## src/sv/lfc_pkg.sv

```systemverilog
// Shared constants, types and coefficient lookup for the two-channel lux datapath
package lfc_pkg;

  localparam int CHANNEL_BITS = 16;
  localparam int CH_SHIFT     = 10;
  localparam int RATIO_SHIFT  = 9;
  localparam int LUX_SHIFT    = 14;
  localparam int LUX_W        = 16;
  localparam int SCALE_W      = 19;
  localparam int MUL_W        = CHANNEL_BITS + SCALE_W;
  localparam int CH_W         = MUL_W - CH_SHIFT;
  localparam int REM_W        = CH_W + 1;
  localparam int QBITS        = RATIO_SHIFT + 2;
  localparam int COEF_W       = 10;
  localparam int PROD_W       = CH_W + COEF_W;
  localparam int SEGMENTS     = 7;

  localparam int CFG_IDX_W  = 2;
  localparam int CFG_DATA_W = 2;
  localparam logic [CFG_IDX_W-1:0] CFG_INTEG_MODE = 2'd0;
  localparam logic [CFG_IDX_W-1:0] CFG_HIGH_GAIN  = 2'd1;
  localparam logic [CFG_IDX_W-1:0] CFG_PACKAGE_CS = 2'd2;

  localparam logic [1:0] MODE_13MS  = 2'd0;
  localparam logic [1:0] MODE_101MS = 2'd1;
  localparam logic [1:0] MODE_402MS = 2'd2;

  localparam logic [SCALE_W-1:0] TINT_13MS_SCALE  = 19'h07517;
  localparam logic [SCALE_W-1:0] TINT_101MS_SCALE = 19'h00FE7;
  localparam logic [SCALE_W-1:0] CHSCALE_UNIT     = SCALE_W'(1) << CH_SHIFT;

  localparam logic [QBITS-1:0] SEG_K [2][SEGMENTS] = '{
    '{11'h040, 11'h080, 11'h0C0, 11'h100, 11'h138, 11'h19A, 11'h29A},
    '{11'h043, 11'h085, 11'h0C8, 11'h10A, 11'h14D, 11'h19A, 11'h29A}
  };
  localparam logic [COEF_W-1:0] SEG_B [2][SEGMENTS] = '{
    '{10'h1F2, 10'h214, 10'h23F, 10'h270, 10'h16F, 10'h0D2, 10'h018},
    '{10'h204, 10'h228, 10'h253, 10'h282, 10'h177, 10'h101, 10'h037}
  };
  localparam logic [COEF_W-1:0] SEG_M [2][SEGMENTS] = '{
    '{10'h1BE, 10'h2D1, 10'h37B, 10'h3FE, 10'h1FC, 10'h0FB, 10'h012},
    '{10'h1AD, 10'h2C1, 10'h363, 10'h3DF, 10'h1DD, 10'h127, 10'h02B}
  };

  typedef struct packed {
    logic [CH_W-1:0]  ch0;
    logic [CH_W-1:0]  ch1;
    logic [REM_W-1:0] rem;
    logic [QBITS-1:0] quo;
    logic             zero;
    logic             sat;
  } lfc_item_t;

  typedef struct packed {
    logic [COEF_W-1:0] b;
    logic [COEF_W-1:0] m;
  } lfc_coef_t;

  function automatic lfc_coef_t lfc_coef(input logic pk, input logic [QBITS-1:0] ratio);
    lfc_coef_t c;
    logic      hit;
    c   = '0;
    hit = 1'b0;
    for (int i = 0; i < SEGMENTS; i++) begin
      if (!hit && (ratio <= SEG_K[pk][i])) begin
        c.b = SEG_B[pk][i];
        c.m = SEG_M[pk][i];
        hit = 1'b1;
      end
    end
    return c;
  endfunction

endpackage

```

## src/sv/lfc_div_cell.sv

```systemverilog
// One restoring-division cell: resolves one ratio bit and hands the item on
module lfc_div_cell
  import lfc_pkg::*;
(
  input  logic      clk_i,
  input  logic      rst_ni,
  input  logic      adv_i,
  input  logic      valid_i,
  input  lfc_item_t item_i,
  output logic      valid_o,
  output lfc_item_t item_o
);

  logic             bit_d;
  logic [REM_W-1:0] diff_d;
  lfc_item_t        item_d;
  logic             valid_q;
  lfc_item_t        item_q;

  always_comb begin
    bit_d       = item_i.rem >= REM_W'(item_i.ch0);
    diff_d      = bit_d ? (item_i.rem - REM_W'(item_i.ch0)) : item_i.rem;
    item_d      = item_i;
    item_d.rem  = {diff_d[REM_W-2:0], 1'b0};
    item_d.quo  = {item_i.quo[QBITS-2:0], bit_d};
  end

  always_ff @(posedge clk_i or negedge rst_ni) begin
    if (!rst_ni) begin
      valid_q <= 1'b0;
    end else if (adv_i) begin
      valid_q <= valid_i;
    end
  end

  always_ff @(posedge clk_i) begin
    if (adv_i) begin
      item_q <= item_d;
    end
  end

  assign valid_o = valid_q;
  assign item_o  = item_q;

endmodule

```

## src/sv/lfc_lux_stage.sv

```systemverilog
// Coefficient lookup, channel products and rounded, clamped lux output register
module lfc_lux_stage
  import lfc_pkg::*;
(
  input  logic             clk_i,
  input  logic             rst_ni,
  input  logic             adv_i,
  input  logic             pkg_i,
  input  logic             valid_i,
  input  lfc_item_t        item_i,
  output logic             valid_o,
  output logic [LUX_W-1:0] lux_o
);

  logic [QBITS:0]          rnd_d;
  logic [QBITS-1:0]        ratio_d;
  lfc_coef_t               coef_d;
  logic                    va_q;
  lfc_coef_t               coef_q;
  logic [CH_W-1:0]         ch0_q;
  logic [CH_W-1:0]         ch1_q;
  logic                    vb_q;
  logic [PROD_W-1:0]       pos_q;
  logic [PROD_W-1:0]       neg_q;
  logic [PROD_W:0]         sum_d;
  logic [PROD_W-LUX_SHIFT:0] shr_d;
  logic [LUX_W-1:0]        lux_d;
  logic                    out_valid_q;
  logic [LUX_W-1:0]        lux_q;

  always_comb begin
    rnd_d   = ({1'b0, item_i.quo} + (QBITS+1)'(1)) >> 1;
    ratio_d = item_i.zero ? '0 : rnd_d[QBITS-1:0];
    coef_d  = lfc_coef(pkg_i, ratio_d);
    if (item_i.sat && !item_i.zero) begin
      coef_d = '0;
    end
  end

  always_comb begin
    sum_d = {1'b0, pos_q - neg_q} + ((PROD_W+1)'(1) << (LUX_SHIFT - 1));
    shr_d = sum_d[PROD_W:LUX_SHIFT];
    if (neg_q >= pos_q) begin
      lux_d = '0;
    end else if (|shr_d[PROD_W-LUX_SHIFT:LUX_W]) begin
      lux_d = '1;
    end else begin
      lux_d = shr_d[LUX_W-1:0];
    end
  end

  always_ff @(posedge clk_i or negedge rst_ni) begin
    if (!rst_ni) begin
      va_q        <= 1'b0;
      vb_q        <= 1'b0;
      out_valid_q <= 1'b0;
    end else if (adv_i) begin
      va_q        <= valid_i;
      vb_q        <= va_q;
      out_valid_q <= vb_q;
    end
  end

  always_ff @(posedge clk_i) begin
    if (adv_i) begin
      coef_q <= coef_d;
      ch0_q  <= item_i.ch0;
      ch1_q  <= item_i.ch1;
      pos_q  <= PROD_W'(ch0_q) * PROD_W'(coef_q.b);
      neg_q  <= PROD_W'(ch1_q) * PROD_W'(coef_q.m);
      lux_q  <= lux_d;
    end
  end

  assign valid_o = out_valid_q;
  assign lux_o   = lux_q;

endmodule

```

## src/sv/lux_from_two_channels_unit.sv

```systemverilog
// Two-channel lux calculation: top level with channel scaling and the divider cell row
//
// Input channel: in_valid_i with full_count_i and ir_count_i; an item is taken at a
// rising edge with in_valid_i high and in_stall_o low. Output channel: out_valid_o
// with lux_o; taken at an edge with out_valid_o high and out_stall_i low.
// Configuration: cfg_we_i writes cfg_data_i to register cfg_idx_i (0 integration
// mode, 1 high gain, 2 package table); write only while no item is in flight.
// One item per cycle is taken while the output does not stall. The ratio comes from
// a row of 11 division cells, one quotient bit each, with the channel scaling
// multipliers ahead and the coefficient products behind.
// Stall: when the output register is full and out_stall_i is high the whole row
// holds and in_stall_o rises in the same cycle; no item is lost or repeated.
// Reset: all valid flags clear, registers return to 402 ms, 1x gain, T package.
module lux_from_two_channels_unit
  import lfc_pkg::*;
(
  input  logic                  clk_i,
  input  logic                  rst_ni,
  input  logic                  cfg_we_i,
  input  logic [CFG_IDX_W-1:0]  cfg_idx_i,
  input  logic [CFG_DATA_W-1:0] cfg_data_i,
  input  logic                  in_valid_i,
  output logic                  in_stall_o,
  input  logic [15:0]           full_count_i,
  input  logic [15:0]           ir_count_i,
  output logic                  out_valid_o,
  input  logic                  out_stall_i,
  output logic [LUX_W-1:0]      lux_o
);

  logic [1:0]         integ_mode_q;
  logic               high_gain_q;
  logic               package_cs_q;
  logic               adv;
  logic [SCALE_W-1:0] scale_d;
  logic [MUL_W-1:0]   prod0_d;
  logic [MUL_W-1:0]   prod1_d;
  logic               s0_valid_q;
  logic [CH_W-1:0]    ch0_q;
  logic [CH_W-1:0]    ch1_q;
  lfc_item_t          prep_d;
  logic               prep_vld_q;
  lfc_item_t          prep_item_q;
  logic               cell_vld  [QBITS+1];
  lfc_item_t          cell_item [QBITS+1];

  always_ff @(posedge clk_i or negedge rst_ni) begin
    if (!rst_ni) begin
      integ_mode_q <= MODE_402MS;
      high_gain_q  <= 1'b0;
      package_cs_q <= 1'b0;
    end else if (cfg_we_i) begin
      unique case (cfg_idx_i)
        CFG_INTEG_MODE: integ_mode_q <= cfg_data_i[1:0];
        CFG_HIGH_GAIN:  high_gain_q  <= cfg_data_i[0];
        CFG_PACKAGE_CS: package_cs_q <= cfg_data_i[0];
        default: ;
      endcase
    end
  end

  assign adv        = !out_valid_o || !out_stall_i;
  assign in_stall_o = !adv;

  always_comb begin
    unique case (integ_mode_q)
      MODE_13MS:  scale_d = TINT_13MS_SCALE;
      MODE_101MS: scale_d = TINT_101MS_SCALE;
      default:    scale_d = CHSCALE_UNIT;
    endcase
    if (!high_gain_q) begin
      scale_d = scale_d << 4;
    end
    prod0_d = MUL_W'(full_count_i[CHANNEL_BITS-1:0]) * MUL_W'(scale_d);
    prod1_d = MUL_W'(ir_count_i[CHANNEL_BITS-1:0]) * MUL_W'(scale_d);
  end

  always_ff @(posedge clk_i or negedge rst_ni) begin
    if (!rst_ni) begin
      s0_valid_q <= 1'b0;
    end else if (adv) begin
      s0_valid_q <= in_valid_i;
    end
  end

  always_ff @(posedge clk_i) begin
    if (adv) begin
      ch0_q <= prod0_d[MUL_W-1:CH_SHIFT];
      ch1_q <= prod1_d[MUL_W-1:CH_SHIFT];
    end
  end

  always_comb begin
    prep_d.ch0  = ch0_q;
    prep_d.ch1  = ch1_q;
    prep_d.rem  = REM_W'(ch1_q);
    prep_d.quo  = '0;
    prep_d.zero = (ch0_q == '0);
    prep_d.sat  = REM_W'(ch1_q) >= {ch0_q, 1'b0};
  end

  always_ff @(posedge clk_i or negedge rst_ni) begin
    if (!rst_ni) begin
      prep_vld_q <= 1'b0;
    end else if (adv) begin
      prep_vld_q <= s0_valid_q;
    end
  end

  always_ff @(posedge clk_i) begin
    if (adv) begin
      prep_item_q <= prep_d;
    end
  end

  assign cell_vld[0]  = prep_vld_q;
  assign cell_item[0] = prep_item_q;

  for (genvar g = 0; g < QBITS; g++) begin : g_cell
    lfc_div_cell u_cell (
      .clk_i   (clk_i),
      .rst_ni  (rst_ni),
      .adv_i   (adv),
      .valid_i (cell_vld[g]),
      .item_i  (cell_item[g]),
      .valid_o (cell_vld[g+1]),
      .item_o  (cell_item[g+1])
    );
  end

  lfc_lux_stage u_lux (
    .clk_i   (clk_i),
    .rst_ni  (rst_ni),
    .adv_i   (adv),
    .pkg_i   (package_cs_q),
    .valid_i (cell_vld[QBITS]),
    .item_i  (cell_item[QBITS]),
    .valid_o (out_valid_o),
    .lux_o   (lux_o)
  );

endmodule

```

## config.mk

```make
export PLATFORM = sky130hd
export DESIGN_NAME = lux_from_two_channels_unit
export DESIGN_NICKNAME = d
export VERILOG_FILES = /design/src/sv/lfc_pkg.sv /design/src/sv/lfc_div_cell.sv /design/src/sv/lfc_lux_stage.sv /design/src/sv/lux_from_two_channels_unit.sv
export SDC_FILE = /design/constraint.sdc
export NUM_CORES = 2
export LEC_CHECK = 0
export BUFFER_PORTS_ARGS = -buffer_cell sky130_fd_sc_hd__buf_2
export CAP_MARGIN = 20
export CORE_MARGIN = 1
export CORE_UTILIZATION = 47
export CTS_CLUSTER_SIZE = 28
export DETAILED_ROUTE_END_ITERATION = 16
export GPL_TIMING_DRIVEN = 0
export HOLD_SLACK_MARGIN = 0.05
export PLACE_DENSITY_LB_ADDON = 0.3
export SETUP_SLACK_MARGIN = 0.2
export SLEW_MARGIN = 25
export SYNTH_ARGS = -nofsm -noshare
export SYNTH_HDL_FRONTEND = slang
export SYNTH_HIERARCHICAL = 1
export SYNTH_SLANG_ARGS = --single-unit
```

## constraint.sdc

```tcl
create_clock -name clk_i -period 60.6 [get_ports clk_i]
set_input_delay 12.12 -clock clk_i [delete_from_list [all_inputs] [get_ports clk_i]]
set_output_delay 12.12 -clock clk_i [all_outputs]
set_load 0.03 [all_outputs]
```

After elaboration in Yosys (flattened, before gate mapping)
Cells that the tools add are included.
Operators by class
  equality and inequality tests: 3
  $add $sub $neg: 13
  reductions and logical operators: 25
  multiply operators: 4
  mux-type cells: 36
  bitwise gates (word level): 1
  magnitude comparators: 21
Operators by type and width (number)
  2-to-1 mux 70 bit: 5
  >= comparator 26 x 25 -> 1 bit: 10
  2-to-1 mux 25 bit: 10
  subtractor 25 bit: 10
  2-to-1 mux 77 bit: 2
  2-to-1 mux 20 bit: 7
  less-or-equal comparator 11 bit: 7
  multiplier 16 x 19 -> 35 bit: 2
  multiplier 25 x 10 -> 35 bit: 2
  2-to-1 mux 68 bit: 1
  2-to-1 mux 65 bit: 1
  adder 35 x 14 -> 36 bit (second input constant): 1
  >= comparator 35 bit: 1
  subtractor 35 bit: 1
  case mux 15 bit (2 select lines): 1
  >= comparator 25 x 26 -> 1 bit: 1
  >= comparator 25 bit: 1
  zero test 25 bit: 1
  2-to-1 mux 19 bit: 1
  2-to-1 mux 16 bit: 1
  adder 11 x 1 -> 12 bit (second input constant): 1
  2-to-1 mux 11 bit: 1
  zero test 1 bit: 10
  logical AND 1 bit: 7
  other kinds (9): 18
Word-level totals
  word-level logic and storage cells: 209
  bits of input ports: 41
  output and inout port bits: 18
  bits in registers: 1166

Longest topological paths before layout
  depth after elaboration: 24
  gate-level depth with buffers: 26
  mapped depth without buffers: 25

Hierarchy
The synthesis kept the hierarchy.
Modules (own cells, without submodules)
  lfc_div_cell at g_cell[0].u_cell ...: area each 4550.6 um2, instances 10, cells each 335, sequential area each 2667.6 um2
  lfc_lux_stage: area each 23681.5 um2, instances 1, cells each 2460, sequential area each 4759.6 um2
  lux_from_two_channels_unit: area each 21654.5 um2, instances 1, cells each 2167, sequential area each 3214.3 um2
  lfc_div_cell at g_cell[5].u_cell: area each 4500.6 um2, instances 1, cells each 342, sequential area each 2667.6 um2

Least setup slack after synthesis
Ideal clock, no wire load.
  path type: input-to-output
  from: input out_stall_i
  to: output in_stall_o
  path slack: 4569 ps
  stages: 2
  data arrival time: 43911 ps
  buffers on the path: 0
  data required time: 48480 ps
  cells stage by stage: nand2_1 -> inv_1
Between the ends
  cells in the longest elaborated chain, start to end: 3
Ends and longest elaborated chain
  start, declared: line lux_from_two_channels_unit.sv:27  | input logic out_stall_i,
  zero test 1 bit: line lux_from_two_channels_unit.sv:62  | assign adv = !out_valid_o || !out_stall_i;
  logical OR 1 bit: line lux_from_two_channels_unit.sv:62
  zero test 1 bit: line lux_from_two_channels_unit.sv:63  | assign in_stall_o = !adv;
  end, declared: line lux_from_two_channels_unit.sv:23  | output logic in_stall_o,
Every way passes these cells.

Worst setup path after layout
  from: input out_stall_i
  to: output in_stall_o
Between the ends
  cells in the longest elaborated chain, start to end: 3
Ends and longest elaborated chain
  zero test 1 bit: line lux_from_two_channels_unit.sv:62
  logical OR 1 bit: line lux_from_two_channels_unit.sv:62
  named net adv: line lux_from_two_channels_unit.sv:34  | logic adv;
  zero test 1 bit: line lux_from_two_channels_unit.sv:63
The timed path passes the listed nets, and every way through them passes these cells.

==> results.sh <==
export IMPL_detail_route_vias_per_cell=5.40
export IMPL_slowest_stage="buf_16"
export IMPL_cp_arrival_ns=13.37
export IMPL_timing_final_crit_share=0.421
export IMPL_dieArea_mm2=0.197
export IMPL_drive_above_1_share=0.0876
export IMPL_crit_end="in_stall_o"
export IMPL_period_needed_ns=25.49
export IMPL_crit_chain="buf_2 > nand2_4 > buf_16 > buf_16 > inv_1 > buf_2"
export IMPL_crit_type="input pin to output port"
export IMPL_worst_slew_pin_slew_ns=1.05
export IMPL_layout_nets=9894
export IMPL_htreeDepth=4
export IMPL_syn_cell_area_mm2=0.0919
export IMPL_totalWireLength_mm=215
export IMPL_fillers=16900
export IMPL_antenna_found_initial=9
export IMPL_cts_tree="done"
export IMPL_die_w_um=444
export IMPL_yosys_warnings=6
export IMPL_syn_inst=8097
export IMPL_grt_pass1_wl_mm=339
export IMPL_place_inst=10700
export IMPL_syn2layout_area_growth_pct=9.28
export IMPL_slew_headroom=0.297
export IMPL_ctsHoldBuffers=0
export IMPL_crit_path_max_incr_delay_ns=0.30
export IMPL_required_ns=48.48
export IMPL_clock_latency_ns=0.80
export IMPL_avgSynthCellArea_um2=11.3
export IMPL_postLayoutCellArea_mm2=0.100
export IMPL_clock_sink_count=1166
export IMPL_grt_overflow=0
export IMPL_finalNonFillerCells=10900
export IMPL_start_util=0.475
export IMPL_clock_skew_ns=0.0597
export IMPL_reg2reg_slack_ns=51.50
export IMPL_cp_depth=6
export IMPL_num_rows=161
export IMPL_r2r_start="integ_mode_q[1]"
export IMPL_drc_errors=0
export IMPL_drtPass1Iterations=8
export IMPL_status="completed"
export IMPL_ff2ff_path_depth=21
export IMPL_fmax_mhz=39.2
export IMPL_cts_root_buffer="clkbuf_16"
export IMPL_detail_route_antenna_nets=0
export IMPL_vias=59100
export IMPL_hold_depth=0
export IMPL_reg2reg_to="ch1_q[13]"
export IMPL_numCtsBuffers=133
export IMPL_dp_final_hpwl_mm=173
export IMPL_track_usage=0.220
export IMPL_cts_path_max_buffers=3
export IMPL_cp_startpoint="out_stall_i"
export IMPL_maxCapViolCount=0
export IMPL_cp_start_kind="input pin"
export IMPL_finalSetupTns_ns=0
export IMPL_postCtsResizedCells=0
export IMPL_wl_per_cell_um=19.6
export IMPL_post_cts_buffers=0
export IMPL_endpoint_kind="output port"
export IMPL_die_h_um=444
export IMPL_path_max_fanout=52
export IMPL_crit_family="buffers and inverters"
export IMPL_setup_violations_final=0
export IMPL_placed_area_mm2=0.0959
export IMPL_first_global_vias=61000
export IMPL_min_path_type="flop to flop"
export IMPL_hold_viol_final=0
export IMPL_ioPinCount=59
export IMPL_fin_util=0.519
export IMPL_gp_congestion=0.933
export IMPL_design_core_area_mm2=0.193
export IMPL_io_buffers=52
export IMPL_clk_pin_slew_ns=0.07
export IMPL_grt_max_degree=60
export IMPL_rsz0062_at_grt="false"
export IMPL_drt_initial_drc_count=4170
export IMPL_crit_buf_inv=5
export IMPL_timing_final_max_slew_violations=0
==> sequential cells by signal (all words and copies together), names as in the netlist, 2 cells and up <==
register,flops
u_lux/ch1_q,25
cell_item,52
u_lux/lux_o,16
integ_mode_q,2
ch0_q,25
u_lux/coef_q,20
u_lux/pos_q,35
u_lux/neg_q,35
ch1_q,25
g_cell.u_cell/valid_o,11
u_lux/ch0_q,25
g_cell.u_cell/item_o,888
==> placed cells by master (no fill, tap or decap), types with 29 or more instances in the layout <==
cell type     n
nor3_1       56
o21bai_1     39
o21a_1       56
buf_6        29
nor2_1      219
nand2b_1     51
ha_1        729
clkbuf_16   133
o21ai_0     174
mux2_2       78
a21o_1      174
xor2_1      134
inv_1      1375
a211oi_1     46
edfxtp_1   1146
nand4_1      75
a31oi_1      58
nand2_1     662
fa_1        813
mux2_4      165
buf_2        86
and2_1      422
nand3_1      90
nor2b_1      52
a21oi_1     357
clkbuf_1    235
xnor2_1     234
and3_1       61
==> worst reg2reg max path, cell delays in order (launching register included) <==
cell	delay [ns]
dfstp_2	0.45
clkbuf_1	0.40
nor2_1	0.54
clkbuf_1	0.74
clkbuf_1	0.84
nand2_1	0.29
fa_1	0.55
inv_1	0.05
fa_1	0.50
fa_1	0.58
fa_1	0.44
fa_1	0.49
inv_1	0.05
fa_1	0.47
inv_1	0.04
ha_1	0.34
nand4_1	0.16
o41ai_2	0.91
a21oi_1	0.31
nand2_1	0.19
a21oi_1	0.09
xnor2_1	0.40
==> how the worst min path moves through the flow <==
stage / from / end / slack (ns)
CTS: g_cell[9].u_cell/item_o[42] / g_cell[10].u_cell/item_o[42] / 0.40
global placement: g_cell[3].u_cell/item_o[50] / g_cell[4].u_cell/item_o[50] / 0.40
finish: g_cell[1].u_cell/item_o[3] / g_cell[2].u_cell/item_o[4] / 0.41
global route: g_cell[4].u_cell/item_o[51] / g_cell[5].u_cell/item_o[51] / 0.41
detailed placement: g_cell[9].u_cell/item_o[42] / g_cell[10].u_cell/item_o[42] / 0.40
floorplan: cell_item[979] / g_cell[0].u_cell/item_o[0] / 0.40
==> stage by stage <==
step	worst slack [ns]	hold slack (ns)
final	35.11	0.409
after global routing	35.00	0.409
after CTS	35.08	0.404
after detailed placement	35.09	0.405
after global placement	3.23	0.400
after floorplan	6.60	0.400
==> final cells by class <==
| class | count | area [µm²] | share of cell area |
|---|---|---|---|
| antenna | 1 | 2.50 | 0.0000249 |
| buffer | 301 | 1440 | 0.0143 |
| clock buffer | 149 | 3390 | 0.0338 |
| clock inverter | 93 | 1060 | 0.0105 |
| inverter | 1376 | 5170 | 0.0515 |
| multi-input combinational | 5255 | 50400 | 0.502 |
| sequential | 1166 | 34900 | 0.348 |
| tap | 2526 | 3160 | 0.0315 |
| timing repair buffer | 78 | 887 | 0.00884 |
==> metal layers <==
layer | part of all wire | global-route usage
met5 | 0.00023 | 0
met2 | 0.49 | 0.378
met1 | 0.43 | 0.283
met4 | 0.037 | 0.0783
met3 | 0.047 | 0.0304
Power is left out: the tool's default activity adds up to more than one toggle a clock period on the data nets, which glitch-free logic cannot reach.
